**config.mk**
```make
export PLATFORM = sky130hd
export DESIGN_NAME = riff_wave_chunk_parser_flat
export DESIGN_NICKNAME = d
export VERILOG_FILES = /design/src/rtl/core/rwcp_pkg.sv /design/src/rtl/core/rwcp_in_if.sv /design/src/rtl/core/rwcp_out_if.sv /design/src/rtl/core/riff_wave_chunk_parser.sv /design/src/rtl/core/rwcp_cfg_regs.sv /design/src/rtl/core/rwcp_parse.sv /design/src/rtl/core/rwcp_result_fifo.sv /design/src/flat_wrapper.sv
export SDC_FILE = /design/constraint.sdc
export NUM_CORES = 1
export LEC_CHECK = 0
export BUFFER_PORTS_ARGS = -buffer_cell sky130_fd_sc_hd__buf_2
export CORE_MARGIN = 4
export CORE_UTILIZATION = 35
export CTS_CLUSTER_SIZE = 20
export DETAILED_ROUTE_END_ITERATION = 6
export GPL_ROUTABILITY_DRIVEN = 1
export SETUP_SLACK_MARGIN = 0.1
export SLEW_MARGIN = 20
export SYNTH_ARGS = -nofsm -noshare
export SYNTH_HDL_FRONTEND = slang
export SYNTH_SLANG_ARGS = --single-unit
```
**constraint.sdc**
```tcl
create_clock -name clk -period 6.4 [get_ports clk]
set_input_delay 0.96 -clock clk [delete_from_list [all_inputs] [get_ports clk]]
set_output_delay 0.96 -clock clk [all_outputs]
set_load 0.1 [all_outputs]
```
**src/rtl/core/rwcp_pkg.sv**
```systemverilog
// ----------------------------------------------------------------------------
// rwcp_pkg
// types, codes and constants of the riff/wave chunk parser
// ----------------------------------------------------------------------------
`default_nettype none

package rwcp_pkg;

	localparam int SIZE_BITS = 32;

	localparam int FIFO_DEPTH = 4;
	localparam int FIFO_AW    = $clog2(FIFO_DEPTH);
	localparam int FIFO_CW    = $clog2(FIFO_DEPTH + 1);

	localparam int MIN_FILE_BYTES = 44;
	localparam int FMT_MIN_LEN    = 16;
	localparam int RIFF_END       = 4;
	localparam int WAVE_START     = 8;
	localparam int WAVE_LAST      = 11;

	localparam logic [2:0]  HDR_LAST   = 3'd7;
	localparam logic [31:0] FMT_TAG    = 32'h20746D66;
	localparam logic [31:0] DATA_TAG   = 32'h61746164;
	localparam logic [15:0] FORMAT_PCM = 16'd1;

	localparam logic [15:0] RST_CHANNELS = 16'd2;
	localparam logic [31:0] RST_RATE     = 32'd48000;
	localparam logic [15:0] RST_BITS     = 16'd24;
	localparam logic [15:0] RST_ALIGN    = 16'd6;

	typedef enum logic [2:0] {
		PH_RIFF,
		PH_HDR,
		PH_PAY,
		PH_PAD,
		PH_STOP
	} phase_t;

	typedef enum logic [1:0] {
		TAG_OTHER,
		TAG_FMT,
		TAG_DATA
	} tag_t;

	typedef enum logic [2:0] {
		ST_OK,
		ST_MAGIC,
		ST_TRUNC,
		ST_FMT_SHORT,
		ST_MISSING,
		ST_FORMAT,
		ST_FRAMES
	} status_t;

	typedef enum logic [1:0] {
		REG_CHANNELS,
		REG_RATE,
		REG_BITS,
		REG_ALIGN
	} reg_index_t;

	typedef struct packed {
		logic [15:0] channels;
		logic [31:0] rate;
		logic [15:0] bits;
		logic [15:0] align;
	} cfg_t;

	typedef struct packed {
		logic [7:0] in_byte;
		logic       end_of_file;
	} in_item_t;

	typedef struct packed {
		logic [7:0] pcm_byte;
		logic       pcm_valid;
		logic       chunk_start;
		logic       done_res;
		logic [2:0] status;
		logic       last;
	} out_item_t;

	typedef struct packed {
		logic [1:0] cnt;
		out_item_t  first;
		out_item_t  second;
	} push_t;

	function automatic logic [7:0] riff_magic(input logic [1:0] i);
		logic [7:0] c;
		case (i)
			2'd0:    c = 8'h52;
			2'd1:    c = 8'h49;
			default: c = 8'h46;
		endcase
		return c;
	endfunction

	function automatic logic [7:0] wave_magic(input logic [1:0] i);
		logic [7:0] c;
		case (i)
			2'd0:    c = 8'h57;
			2'd1:    c = 8'h41;
			2'd2:    c = 8'h56;
			default: c = 8'h45;
		endcase
		return c;
	endfunction

endpackage

`default_nettype wire

```
**src/rtl/core/rwcp_in_if.sv**
```systemverilog
// ----------------------------------------------------------------------------
// rwcp_in_if
// byte stream channel into the parser
// ----------------------------------------------------------------------------
`default_nettype none

interface rwcp_in_if;
	logic       valid;
	logic       ready;
	logic [7:0] in_byte;
	logic       end_of_file;

	modport source(output valid, output in_byte, output end_of_file, input ready);
	modport sink(input valid, input in_byte, input end_of_file, output ready);
endinterface

`default_nettype wire

```
**src/rtl/core/rwcp_out_if.sv**
```systemverilog
// ----------------------------------------------------------------------------
// rwcp_out_if
// result channel out of the parser
// ----------------------------------------------------------------------------
`default_nettype none

interface rwcp_out_if;
	logic       valid;
	logic       ready;
	logic [7:0] pcm_byte;
	logic       pcm_valid;
	logic       chunk_start;
	logic       done_res;
	logic [2:0] status;
	logic       last;

	modport source(output valid, output pcm_byte, output pcm_valid, output chunk_start,
		output done_res, output status, output last, input ready);
	modport sink(input valid, input pcm_byte, input pcm_valid, input chunk_start,
		input done_res, input status, input last, output ready);
endinterface

`default_nettype wire

```
**src/rtl/core/riff_wave_chunk_parser.sv**
```systemverilog
// ----------------------------------------------------------------------------
// riff_wave_chunk_parser
// the input stage registers each accepted byte, then its results are written
// into the result queue; throughput: one file byte per cycle while the result
// queue has room; a data byte that also ends the file gives two results, one
// output transfer per cycle, and the input is held while the result queue drains
// reset: arst_n clears the walk and the result queue and loads the default
// required values
// ----------------------------------------------------------------------------
`default_nettype none

module riff_wave_chunk_parser (
	input  logic        clk,
	input  logic        arst_n,
	rwcp_in_if.sink     feed,
	rwcp_out_if.source  result,
	input  logic        wr_en,
	input  logic [1:0]  wr_index,
	input  logic [31:0] wr_data
);

	rwcp_pkg::cfg_t                   cfg;
	rwcp_pkg::in_item_t               item_s1;
	logic                             valid_s1;
	rwcp_pkg::push_t                  push;
	logic [rwcp_pkg::FIFO_CW-1:0]     fill;
	logic                             take;

	assign take       = feed.valid && feed.ready;
	assign feed.ready = (4'(fill) + 4'(push.cnt)) <= 4'(rwcp_pkg::FIFO_DEPTH - 2);

	always_ff @(posedge clk or negedge arst_n) begin
		if (!arst_n) begin
			valid_s1 <= 1'b0;
		end else begin
			valid_s1 <= take;
		end
	end

	always_ff @(posedge clk) begin
		if (take) begin
			item_s1.in_byte     <= feed.in_byte;
			item_s1.end_of_file <= feed.end_of_file;
		end
	end

	rwcp_cfg_regs u_cfg_regs (
		.clk      (clk),
		.arst_n   (arst_n),
		.wr_en    (wr_en),
		.wr_index (wr_index),
		.wr_data  (wr_data),
		.cfg      (cfg)
	);

	rwcp_parse u_parse (
		.clk      (clk),
		.arst_n   (arst_n),
		.valid_s1 (valid_s1),
		.item_s1  (item_s1),
		.cfg      (cfg),
		.push     (push)
	);

	rwcp_result_fifo u_result_fifo (
		.clk    (clk),
		.arst_n (arst_n),
		.push   (push),
		.fill   (fill),
		.result (result)
	);

endmodule

`default_nettype wire

```
**src/rtl/core/rwcp_cfg_regs.sv**
```systemverilog
// ----------------------------------------------------------------------------
// rwcp_cfg_regs
// required fmt values, written through the plain write port
// ----------------------------------------------------------------------------
`default_nettype none

module rwcp_cfg_regs (
	input  logic          clk,
	input  logic          arst_n,
	input  logic          wr_en,
	input  logic [1:0]    wr_index,
	input  logic [31:0]   wr_data,
	output rwcp_pkg::cfg_t cfg
);

	rwcp_pkg::cfg_t cfg_q;

	always_ff @(posedge clk or negedge arst_n) begin
		if (!arst_n) begin
			cfg_q.channels <= rwcp_pkg::RST_CHANNELS;
			cfg_q.rate     <= rwcp_pkg::RST_RATE;
			cfg_q.bits     <= rwcp_pkg::RST_BITS;
			cfg_q.align    <= rwcp_pkg::RST_ALIGN;
		end else if (wr_en) begin
			unique case (rwcp_pkg::reg_index_t'(wr_index))
				rwcp_pkg::REG_CHANNELS: cfg_q.channels <= wr_data[15:0];
				rwcp_pkg::REG_RATE:     cfg_q.rate     <= wr_data;
				rwcp_pkg::REG_BITS:     cfg_q.bits     <= wr_data[15:0];
				rwcp_pkg::REG_ALIGN:    cfg_q.align    <= wr_data[15:0];
				default: ;
			endcase
		end
	end

	assign cfg = cfg_q;

endmodule

`default_nettype wire

```
**src/rtl/core/rwcp_parse.sv**
```systemverilog
// ----------------------------------------------------------------------------
// rwcp_parse
// chunk walker: magic checks, header decode, fmt capture, data pass and status
// ----------------------------------------------------------------------------
`default_nettype none

module rwcp_parse (
	input  logic               clk,
	input  logic               arst_n,
	input  logic               valid_s1,
	input  rwcp_pkg::in_item_t item_s1,
	input  rwcp_pkg::cfg_t     cfg,
	output rwcp_pkg::push_t    push
);

	localparam int SB = rwcp_pkg::SIZE_BITS;

	rwcp_pkg::phase_t phase_q, phase_d;
	rwcp_pkg::tag_t   tag_q, tag_d;
	logic [SB-1:0]    byte_cnt_q, byte_cnt_d;
	logic [SB-1:0]    rem_q, rem_d;
	logic [31:0]      shift_q, shift_d;
	logic [31:0]      len_q, len_d;
	logic [15:0]      fmt_q, fmt_d;
	logic [15:0]      chan_q, chan_d;
	logic [31:0]      rate_q, rate_d;
	logic [15:0]      align_q, align_d;
	logic [15:0]      bits_q, bits_d;
	logic [1:0]       found_q, found_d;
	logic [15:0]      rest_q, rest_d;
	logic             empty_q, empty_d;
	logic [2:0]       err_q, err_d;

	logic [7:0]  b;
	logic [2:0]  hdr_idx;
	logic [31:0] off;
	logic [16:0] rest_inc;
	logic        do_finish;
	logic        emit;
	logic        start;
	logic [2:0]  status;
	rwcp_pkg::out_item_t data_item;
	rwcp_pkg::out_item_t stat_item;

	always_comb begin
		phase_d    = phase_q;
		tag_d      = tag_q;
		byte_cnt_d = byte_cnt_q;
		rem_d      = rem_q;
		shift_d    = shift_q;
		len_d      = len_q;
		fmt_d      = fmt_q;
		chan_d     = chan_q;
		rate_d     = rate_q;
		align_d    = align_q;
		bits_d     = bits_q;
		found_d    = found_q;
		rest_d     = rest_q;
		empty_d    = empty_q;
		err_d      = err_q;
		b          = item_s1.in_byte;
		hdr_idx    = rem_q[2:0];
		off        = len_q - 32'(rem_q);
		rest_inc   = {1'b0, rest_q} + 17'd1;
		do_finish  = 1'b0;
		emit       = 1'b0;
		start      = empty_q;
		status     = rwcp_pkg::ST_OK;

		if (valid_s1) begin
			if (byte_cnt_q != '1) begin
				byte_cnt_d = byte_cnt_q + 1'b1;
			end
			unique case (phase_q)
				rwcp_pkg::PH_RIFF: begin
					if (byte_cnt_q < SB'(rwcp_pkg::RIFF_END) &&
						b != rwcp_pkg::riff_magic(byte_cnt_q[1:0])) begin
						err_d   = rwcp_pkg::ST_MAGIC;
						phase_d = rwcp_pkg::PH_STOP;
					end else if (byte_cnt_q >= SB'(rwcp_pkg::WAVE_START) &&
						byte_cnt_q <= SB'(rwcp_pkg::WAVE_LAST) &&
						b != rwcp_pkg::wave_magic(byte_cnt_q[1:0])) begin
						err_d   = rwcp_pkg::ST_MAGIC;
						phase_d = rwcp_pkg::PH_STOP;
					end else if (byte_cnt_q >= SB'(rwcp_pkg::WAVE_LAST)) begin
						phase_d = rwcp_pkg::PH_HDR;
						rem_d   = '0;
					end
				end
				rwcp_pkg::PH_HDR: begin
					if (!hdr_idx[2]) begin
						shift_d = {b, shift_q[31:8]};
					end else begin
						len_d[8*hdr_idx[1:0] +: 8] = b;
					end
					if (hdr_idx != rwcp_pkg::HDR_LAST) begin
						rem_d = SB'(hdr_idx) + 1'b1;
					end else begin
						if (shift_q == rwcp_pkg::FMT_TAG) begin
							tag_d = rwcp_pkg::TAG_FMT;
						end else if (shift_q == rwcp_pkg::DATA_TAG) begin
							tag_d = rwcp_pkg::TAG_DATA;
						end else begin
							tag_d = rwcp_pkg::TAG_OTHER;
						end
						if ((33'(len_d) >> SB) != 33'd0) begin
							err_d   = rwcp_pkg::ST_TRUNC;
							phase_d = rwcp_pkg::PH_STOP;
						end else begin
							rem_d = len_d[SB-1:0];
							if (tag_d == rwcp_pkg::TAG_DATA) begin
								rest_d  = '0;
								empty_d = 1'b1;
							end
							if (len_d == 32'd0) begin
								do_finish = 1'b1;
							end else begin
								phase_d = rwcp_pkg::PH_PAY;
							end
						end
					end
				end
				rwcp_pkg::PH_PAY: begin
					if (rem_q == '0) begin
						do_finish = 1'b1;
					end else begin
						if (tag_q == rwcp_pkg::TAG_FMT && off[31:4] == 28'd0) begin
							case (off[3:0])
								4'd0:  fmt_d[7:0]    = b;
								4'd1:  fmt_d[15:8]   = b;
								4'd2:  chan_d[7:0]   = b;
								4'd3:  chan_d[15:8]  = b;
								4'd4:  rate_d[7:0]   = b;
								4'd5:  rate_d[15:8]  = b;
								4'd6:  rate_d[23:16] = b;
								4'd7:  rate_d[31:24] = b;
								4'd12: align_d[7:0]  = b;
								4'd13: align_d[15:8] = b;
								4'd14: bits_d[7:0]   = b;
								4'd15: bits_d[15:8]  = b;
								default: ;
							endcase
						end else if (tag_q == rwcp_pkg::TAG_DATA) begin
							emit    = 1'b1;
							empty_d = 1'b0;
							if (cfg.align != 16'd0 && rest_inc >= {1'b0, cfg.align}) begin
								rest_d = '0;
							end else begin
								rest_d = rest_inc[15:0];
							end
						end
						rem_d = rem_q - 1'b1;
						if (rem_q == SB'(1)) begin
							do_finish = 1'b1;
						end
					end
				end
				rwcp_pkg::PH_PAD: begin
					phase_d = rwcp_pkg::PH_HDR;
					rem_d   = '0;
				end
				default: ;
			endcase

			if (do_finish) begin
				if (tag_d == rwcp_pkg::TAG_FMT && len_d < 32'(rwcp_pkg::FMT_MIN_LEN)) begin
					err_d   = rwcp_pkg::ST_FMT_SHORT;
					phase_d = rwcp_pkg::PH_STOP;
				end else begin
					if (tag_d == rwcp_pkg::TAG_FMT) begin
						found_d[0] = 1'b1;
					end
					if (tag_d == rwcp_pkg::TAG_DATA) begin
						found_d[1] = 1'b1;
					end
					phase_d = len_d[0] ? rwcp_pkg::PH_PAD : rwcp_pkg::PH_HDR;
					rem_d   = '0;
				end
			end

			// end of file status, then back to the start of a file
			if (byte_cnt_d < SB'(rwcp_pkg::MIN_FILE_BYTES)) begin
				status = rwcp_pkg::ST_MAGIC;
			end else if (err_d != 3'd0) begin
				status = err_d;
			end else if (phase_d == rwcp_pkg::PH_PAY && rem_d != '0) begin
				status = rwcp_pkg::ST_TRUNC;
			end else if (found_d != 2'b11) begin
				status = rwcp_pkg::ST_MISSING;
			end else if (fmt_d != rwcp_pkg::FORMAT_PCM || chan_d != cfg.channels ||
				rate_d != cfg.rate || bits_d != cfg.bits || align_d != cfg.align) begin
				status = rwcp_pkg::ST_FORMAT;
			end else if (empty_d || rest_d != 16'd0) begin
				status = rwcp_pkg::ST_FRAMES;
			end

			if (item_s1.end_of_file) begin
				phase_d    = rwcp_pkg::PH_RIFF;
				tag_d      = rwcp_pkg::TAG_OTHER;
				byte_cnt_d = '0;
				rem_d      = '0;
				shift_d    = '0;
				len_d      = '0;
				fmt_d      = '0;
				chan_d     = '0;
				rate_d     = '0;
				align_d    = '0;
				bits_d     = '0;
				found_d    = '0;
				rest_d     = '0;
				empty_d    = 1'b1;
				err_d      = '0;
			end
		end
	end

	always_ff @(posedge clk or negedge arst_n) begin
		if (!arst_n) begin
			phase_q    <= rwcp_pkg::PH_RIFF;
			tag_q      <= rwcp_pkg::TAG_OTHER;
			byte_cnt_q <= '0;
			rem_q      <= '0;
			shift_q    <= '0;
			len_q      <= '0;
			fmt_q      <= '0;
			chan_q     <= '0;
			rate_q     <= '0;
			align_q    <= '0;
			bits_q     <= '0;
			found_q    <= '0;
			rest_q     <= '0;
			empty_q    <= 1'b1;
			err_q      <= '0;
		end else begin
			phase_q    <= phase_d;
			tag_q      <= tag_d;
			byte_cnt_q <= byte_cnt_d;
			rem_q      <= rem_d;
			shift_q    <= shift_d;
			len_q      <= len_d;
			fmt_q      <= fmt_d;
			chan_q     <= chan_d;
			rate_q     <= rate_d;
			align_q    <= align_d;
			bits_q     <= bits_d;
			found_q    <= found_d;
			rest_q     <= rest_d;
			empty_q    <= empty_d;
			err_q      <= err_d;
		end
	end

	always_comb begin
		data_item             = '0;
		data_item.pcm_byte    = b;
		data_item.pcm_valid   = 1'b1;
		data_item.chunk_start = start;
		data_item.last        = !item_s1.end_of_file;
		stat_item             = '0;
		stat_item.done_res    = 1'b1;
		stat_item.status      = status;
		stat_item.last        = 1'b1;

		push = '0;
		if (valid_s1) begin
			if (emit && item_s1.end_of_file) begin
				push.cnt    = 2'd2;
				push.first  = data_item;
				push.second = stat_item;
			end else if (emit) begin
				push.cnt   = 2'd1;
				push.first = data_item;
			end else if (item_s1.end_of_file) begin
				push.cnt   = 2'd1;
				push.first = stat_item;
			end
		end
	end

endmodule

`default_nettype wire

```
**src/rtl/core/rwcp_result_fifo.sv**
```systemverilog
// ----------------------------------------------------------------------------
// rwcp_result_fifo
// small result queue, takes up to two results a cycle, gives one
// ----------------------------------------------------------------------------
`default_nettype none

module rwcp_result_fifo (
	input  logic                            clk,
	input  logic                            arst_n,
	input  rwcp_pkg::push_t                 push,
	output logic [rwcp_pkg::FIFO_CW-1:0]    fill,
	rwcp_out_if.source                      result
);

	localparam int AW = rwcp_pkg::FIFO_AW;
	localparam int CW = rwcp_pkg::FIFO_CW;

	rwcp_pkg::out_item_t entry_q [rwcp_pkg::FIFO_DEPTH];
	logic [AW-1:0] wr_ptr_q;
	logic [AW-1:0] rd_ptr_q;
	logic [CW-1:0] cnt_q;
	logic          pop;
	rwcp_pkg::out_item_t head;

	assign pop = result.valid && result.ready;

	always_ff @(posedge clk) begin
		if (push.cnt != 2'd0) begin
			entry_q[wr_ptr_q] <= push.first;
		end
		if (push.cnt == 2'd2) begin
			entry_q[wr_ptr_q + AW'(1)] <= push.second;
		end
	end

	always_ff @(posedge clk or negedge arst_n) begin
		if (!arst_n) begin
			wr_ptr_q <= '0;
			rd_ptr_q <= '0;
			cnt_q    <= '0;
		end else begin
			wr_ptr_q <= wr_ptr_q + AW'(push.cnt);
			rd_ptr_q <= rd_ptr_q + AW'(pop);
			cnt_q    <= cnt_q + CW'(push.cnt) - CW'(pop);
		end
	end

	assign head               = entry_q[rd_ptr_q];
	assign result.valid       = cnt_q != '0;
	assign result.pcm_byte    = head.pcm_byte;
	assign result.pcm_valid   = head.pcm_valid;
	assign result.chunk_start = head.chunk_start;
	assign result.done_res    = head.done_res;
	assign result.status      = head.status;
	assign result.last        = head.last;
	assign fill               = cnt_q;

endmodule

`default_nettype wire

```
**src/flat_wrapper.sv**
```systemverilog
// flat-port wrapper written by rule: the top's interface ports become plain ports
module riff_wave_chunk_parser_flat 
  (clk, arst_n, wr_en, wr_index, wr_data, feed_valid, feed_in_byte, feed_end_of_file, feed_ready, result_valid, result_pcm_byte, result_pcm_valid, result_chunk_start, result_done_res, result_status, result_last, result_ready);
  rwcp_in_if feed_i ();
  rwcp_out_if result_i ();
  input  logic clk;
  input  logic arst_n;
  input  logic wr_en;
  input  logic [1:0] wr_index;
  input  logic [31:0] wr_data;
  input wire logic [$bits(feed_i.valid)-1:0] feed_valid;
  input wire logic [$bits(feed_i.in_byte)-1:0] feed_in_byte;
  input wire logic [$bits(feed_i.end_of_file)-1:0] feed_end_of_file;
  output wire logic [$bits(feed_i.ready)-1:0] feed_ready;
  output wire logic [$bits(result_i.valid)-1:0] result_valid;
  output wire logic [$bits(result_i.pcm_byte)-1:0] result_pcm_byte;
  output wire logic [$bits(result_i.pcm_valid)-1:0] result_pcm_valid;
  output wire logic [$bits(result_i.chunk_start)-1:0] result_chunk_start;
  output wire logic [$bits(result_i.done_res)-1:0] result_done_res;
  output wire logic [$bits(result_i.status)-1:0] result_status;
  output wire logic [$bits(result_i.last)-1:0] result_last;
  input wire logic [$bits(result_i.ready)-1:0] result_ready;
  assign feed_i.valid = feed_valid;
  assign feed_i.in_byte = feed_in_byte;
  assign feed_i.end_of_file = feed_end_of_file;
  assign feed_ready = feed_i.ready;
  assign result_valid = result_i.valid;
  assign result_pcm_byte = result_i.pcm_byte;
  assign result_pcm_valid = result_i.pcm_valid;
  assign result_chunk_start = result_i.chunk_start;
  assign result_done_res = result_i.done_res;
  assign result_status = result_i.status;
  assign result_last = result_i.last;
  assign result_i.ready = result_ready;
  riff_wave_chunk_parser u_core (.clk(clk), .arst_n(arst_n), .feed(feed_i), .result(result_i), .wr_en(wr_en), .wr_index(wr_index), .wr_data(wr_data));
endmodule
```
==> out/results.txt <==
Clk slew on worst S/H paths = 0.06 ns
Combinational Power Share = 35.4%
# hold bufs at CTS = 0
Syn Area/Cell = 9.15 um2
Worst path top cell family by delay = simple AND/OR/NAND/NOR gates
Synth warn = 0
Drt pass-1 iters = 6
Top cell type's share of synthesized area = 30.0%
Area grow syn2layout = 12.3%
Vias = 25000
Max Fclk = 164 MHz
Max Cap Viol = 0
Net Sw Power = 4.02 mW
VDD IR max = 0.215 mV
Largest net degree at the start of global routing = 119
Max Buffers Root-to-Sink = 3
CP startpoint kind = flop
Slowest stage delay, CP = 0.47 ns
Cell Chain, Critical Path = inv_1 > ha_1 > a21oi_1 > o21ai_0 > o211a_1 > o21a_1 > o41ai_1 > o22ai_1 > nor4_4 > nand4_1 > buf_4 > o311a_1 > or3_1 > nor4_1 > nand4b_1 > nor4b_2 > a211o_1 > a21boi_1
Total I/O pin count = 65
Area contributors post-synth = dfrtp_1, mux2i_1, o2bb2ai_1, mux2_2, ha_1
Sequential share of the synthesized area = 37.4%
Fillers = 7588
Fin nets = 3093
Distinct cells, synth = 97
Post-Syn Area = 0.0272 mm2
RSZ-0062 raised after global routing = false
Syn Nets = 3091
Final Hold Viols = 0
Core Area = 0.0765 mm2
Aggregate global routing overflow = 0
Pwr dens = 315 mW/mm2
WHS = 0.351 ns
Switch share = 41.8%
Crit Path Category = flop to flop
Cells after Synth = 2970
Placer Congestion = 1.03
CTS tree = yes
Cell taking the most area after synthesis = dfrtp_1
Period utilization = 95.2%
H-tree levels = 2
Via density = 6.19
Die W = 287 um
Area occupied by multi-input gates = 0.0158 mm2
WP data required = 6.72 ns
Max-slew violation count = 0
Die height = 287 um
Ratio of cells with drive above 1 in the final layout = 13.2%
CP Data Arrival Time = 6.41 ns
Setup_tns = 0 ns
CTS Buf Count = 48
Vias in the first global route = 23700
Antenna violation net count after detailed routing = 0
Hold Path Class = input port to asynchronous set/reset pin
Post-Place Cell Area = 0.0288 mm2
Outcome = finished, final reports clean
Tmin final = 6.09 ns
P_int = 5.60 mW
Iter 0 DRT Violations = 2503
ANT cells = 0
Synth Flop Type = dfrtp_1
Clock Latency Late Sink = 0.61 ns
Final Cell Area = 0.0305 mm2
Clock Skew = 0.0253 ns
Final setup fails = 0
Final routed DRC violation total = 0
Clock root buffer master = clkbuf_16
Gr usage total = 23.6%
Post-synth EDFFs = 29
Num Clock Sinks = 408
CP max FO = 9
Area of the die = 0.0822 mm2
Std-Cell Rows = 101
Initial Utilization = 35.5%
Seq cells post-synth = 408
CP Depth = 18
Leakage Power = 13.1 nW
Count of input and output buffers = 64
Routed Wire Length = 100000 um
Worst-margin pin slew = 1.09 ns
Crit end category = flop
Crit path buf inv count = 2
Clock power frac = 30.5%
Slowest cell on crit path = nor4_4
First-pass GRT wire length = 152000 um
Rel. slew slack = 26.8%
Flop pwr share = 34.0%
R2R depth = 18
DP Wirelength = 70900 um
Post-synth ARST share = 83.1%
Avg WL per Cell = 24.8 um
Register area = 0.0102 mm2
Initial antenna violation count = 0
layer usage:
| metal | GRT usage [%] | wire length [um] | part of all wire, % |
|---|---|---|---|
| met1 | 33.2 | 43600 | 44 |
| met2 | 36.5 | 44100 | 44 |
| met3 | 3.19 | 7390 | 7.4 |
| met4 | 10.0 | 5100 | 5.1 |
| met5 | 0 | 0 | 0 |
power by group through the flow:
| stage | registers [mW] | logic (mW) | clock network, mW |
|---|---|---|---|
| 2_1_floorplan | 3.05 | 2.33 | 0 |
| 3_3_place_gp | 3.30 | 3.33 | 0 |
| 3_5_place_dp | 3.30 | 3.32 | 0 |
| 4_1_cts | 3.26 | 3.34 | 3.00 |
| 5_1_grt | 3.30 | 3.63 | 3.10 |
| 6_report | 3.27 | 3.41 | 2.94 |
through the flow:
step	std cells	power [mW]	setup WS [ns]	utilization, %
finish	4042	9.62	0.309	39.9
global route	4042	10.0	0.0166	39.9
CTS	4042	9.59	0.0959	39.8
detailed placement	3952	6.62	0.147	37.6
global placement	3952	6.64	0.146	37.6
floorplan	2970	5.38	0.374	-
flip-flops by register name, indices dropped and copies added, names as in the netlist:
| register | cells |
|---|---|
| u_core.u_cfg_regs.cfg | 80 |
| u_core.u_result_fifo.entry_q | 60 |
| u_core.u_parse.byte_cnt_q | 32 |
| u_core.u_parse.len_q | 32 |
| u_core.u_parse.rate_q | 32 |
| u_core.u_parse.rem_q | 32 |
| u_core.u_parse.shift_q | 32 |
| u_core.u_parse.align_q | 16 |
| u_core.u_parse.bits_q | 16 |
| u_core.u_parse.chan_q | 16 |
| u_core.u_parse.fmt_q | 16 |
| u_core.u_parse.rest_q | 16 |
| u_core.item_s1 | 9 |
| u_core.u_parse.err_q | 3 |
| u_core.u_parse.phase_q | 3 |
| u_core.u_result_fifo.fill | 3 |
| u_core.u_parse.found_q | 2 |
| u_core.u_parse.tag_q | 2 |
| u_core.u_result_fifo.rd_ptr_q | 2 |
| u_core.u_result_fifo.wr_ptr_q | 2 |
| u_core.u_parse.empty_q | 1 |
| u_core.valid_s1 | 1 |
what timing repair did:
| action | in CTS | in global routing |
|---|---|---|
| setup buffers | 0 | 0 |
| gates resized for setup | 2 | 14 |
| endpoints found under the setup margin | 1 | 13 |
| pin swaps | 0 | 2 |
path summary, 6_finish.rpt:
| path | start | slack, ns | end |
|---|---|---|---|
| min in group clk | u_core.u_result_fifo.entry_q[1][6] | 0.46 | u_core.u_result_fifo.entry_q[1][6] |
| hold / removal | arst_n | 0.35 | u_core.u_parse.rem_q[21] |
| max in group asynchronous | arst_n | 4.67 | u_core.valid_s1 |
| setup / recovery | u_core.u_parse.rem_q[5] | 0.31 | u_core.u_result_fifo.entry_q[1][1] |
| hold reg to reg | u_core.u_result_fifo.entry_q[1][6] | 0.46 | u_core.u_result_fifo.entry_q[1][6] |
| setup reg to reg | u_core.u_parse.rem_q[5] | 0.31 | u_core.u_result_fifo.entry_q[1][1] |
cells in the final DEF, fill, tap and decap left out, drive strengths merged, types with 29 or more instances in the layout:
cell | netlist | routed
o21a | 32 | 32
mux2i | 150 | 150
o2bb2ai | 155 | 155
dfrtp | 326 | 326
a22o | 90 | 90
xnor2 | 54 | 54
xor2 | 39 | 39
buf | 35 | 160
dfxtp | 40 | 40
nand3 | 73 | 73
inv | 117 | 120
o22ai | 59 | 59
mux2 | 81 | 81
nand4 | 57 | 57
nor3 | 80 | 80
clkbuf | 173 | 65
and3 | 31 | 31
o21ai | 162 | 162
nor2 | 205 | 205
a22oi | 71 | 71
a21oi | 162 | 162
nand2 | 189 | 189
ha | 70 | 70
edfxtp | 29 | 29
nor4 | 57 | 57
worst register-to-register path, stage by stage, from the launching register on:
cell and delay (ns):
dfrtp_1 0.43, inv_1 0.17, ha_1 0.45, a21oi_1 0.26, o21ai_0 0.15, o211a_1 0.29
o21a_1 0.24, o41ai_1 0.36, o22ai_1 0.18, nor4_4 0.47, nand4_1 0.33, buf_4 0.27
o311a_1 0.39, or3_1 0.39, nor4_1 0.37, nand4b_1 0.24, nor4b_2 0.46, a211o_1 0.28
a21boi_1 0.10
Yosys cell counts (all sizes together), types with 19 or more instances:
cell / n
o21ai: 162
nand4: 57
o31ai: 21
o21a: 32
edfxtp: 29
dfrtp: 326
nand3: 73
nand2: 189
mux2: 81
nor4: 57
a22o: 90
ha: 70
o211ai: 19
dfxtp: 40
or3: 24
a21boi: 19
a21o: 24
and3: 31
inv: 117
xnor2: 54
buf: 35
and2: 19
a21oi: 162
nor2: 205
nor3: 80
a22oi: 71
mux2i: 150
clkbuf: 173
o2bb2ai: 155
nor2b: 27
o22ai: 59
xor2: 39
cell type report:
class                      instances  area share (%)
tap                             1030            4.22
inverter                         120            1.49
sequential                       408            33.3
timing repair buffer             160            3.58
clock inverter                    25           0.968
multi-input combinational       2234            51.9
clock buffer                      65            4.48
cells by family (layout without fill, tap and decap cells):
group / count (synthesis) / count (layout) / share of synthesized area (%)
AO/OA/AOI/OAI: 951 / 951 / 24.7
XOR/XNOR: 93 / 93 / 3.00
adder cells (fa/ha/maj): 74 / 74 / 3.48
buffers and inverters: 328 / 370 / 4.66
flip-flops: 408 / 408 / 37.4
multiplexers: 246 / 246 / 10.1
AND/OR/NAND/NOR: 870 / 870 / 16.6
Note: power is estimated with default switching activity, not from simulation.
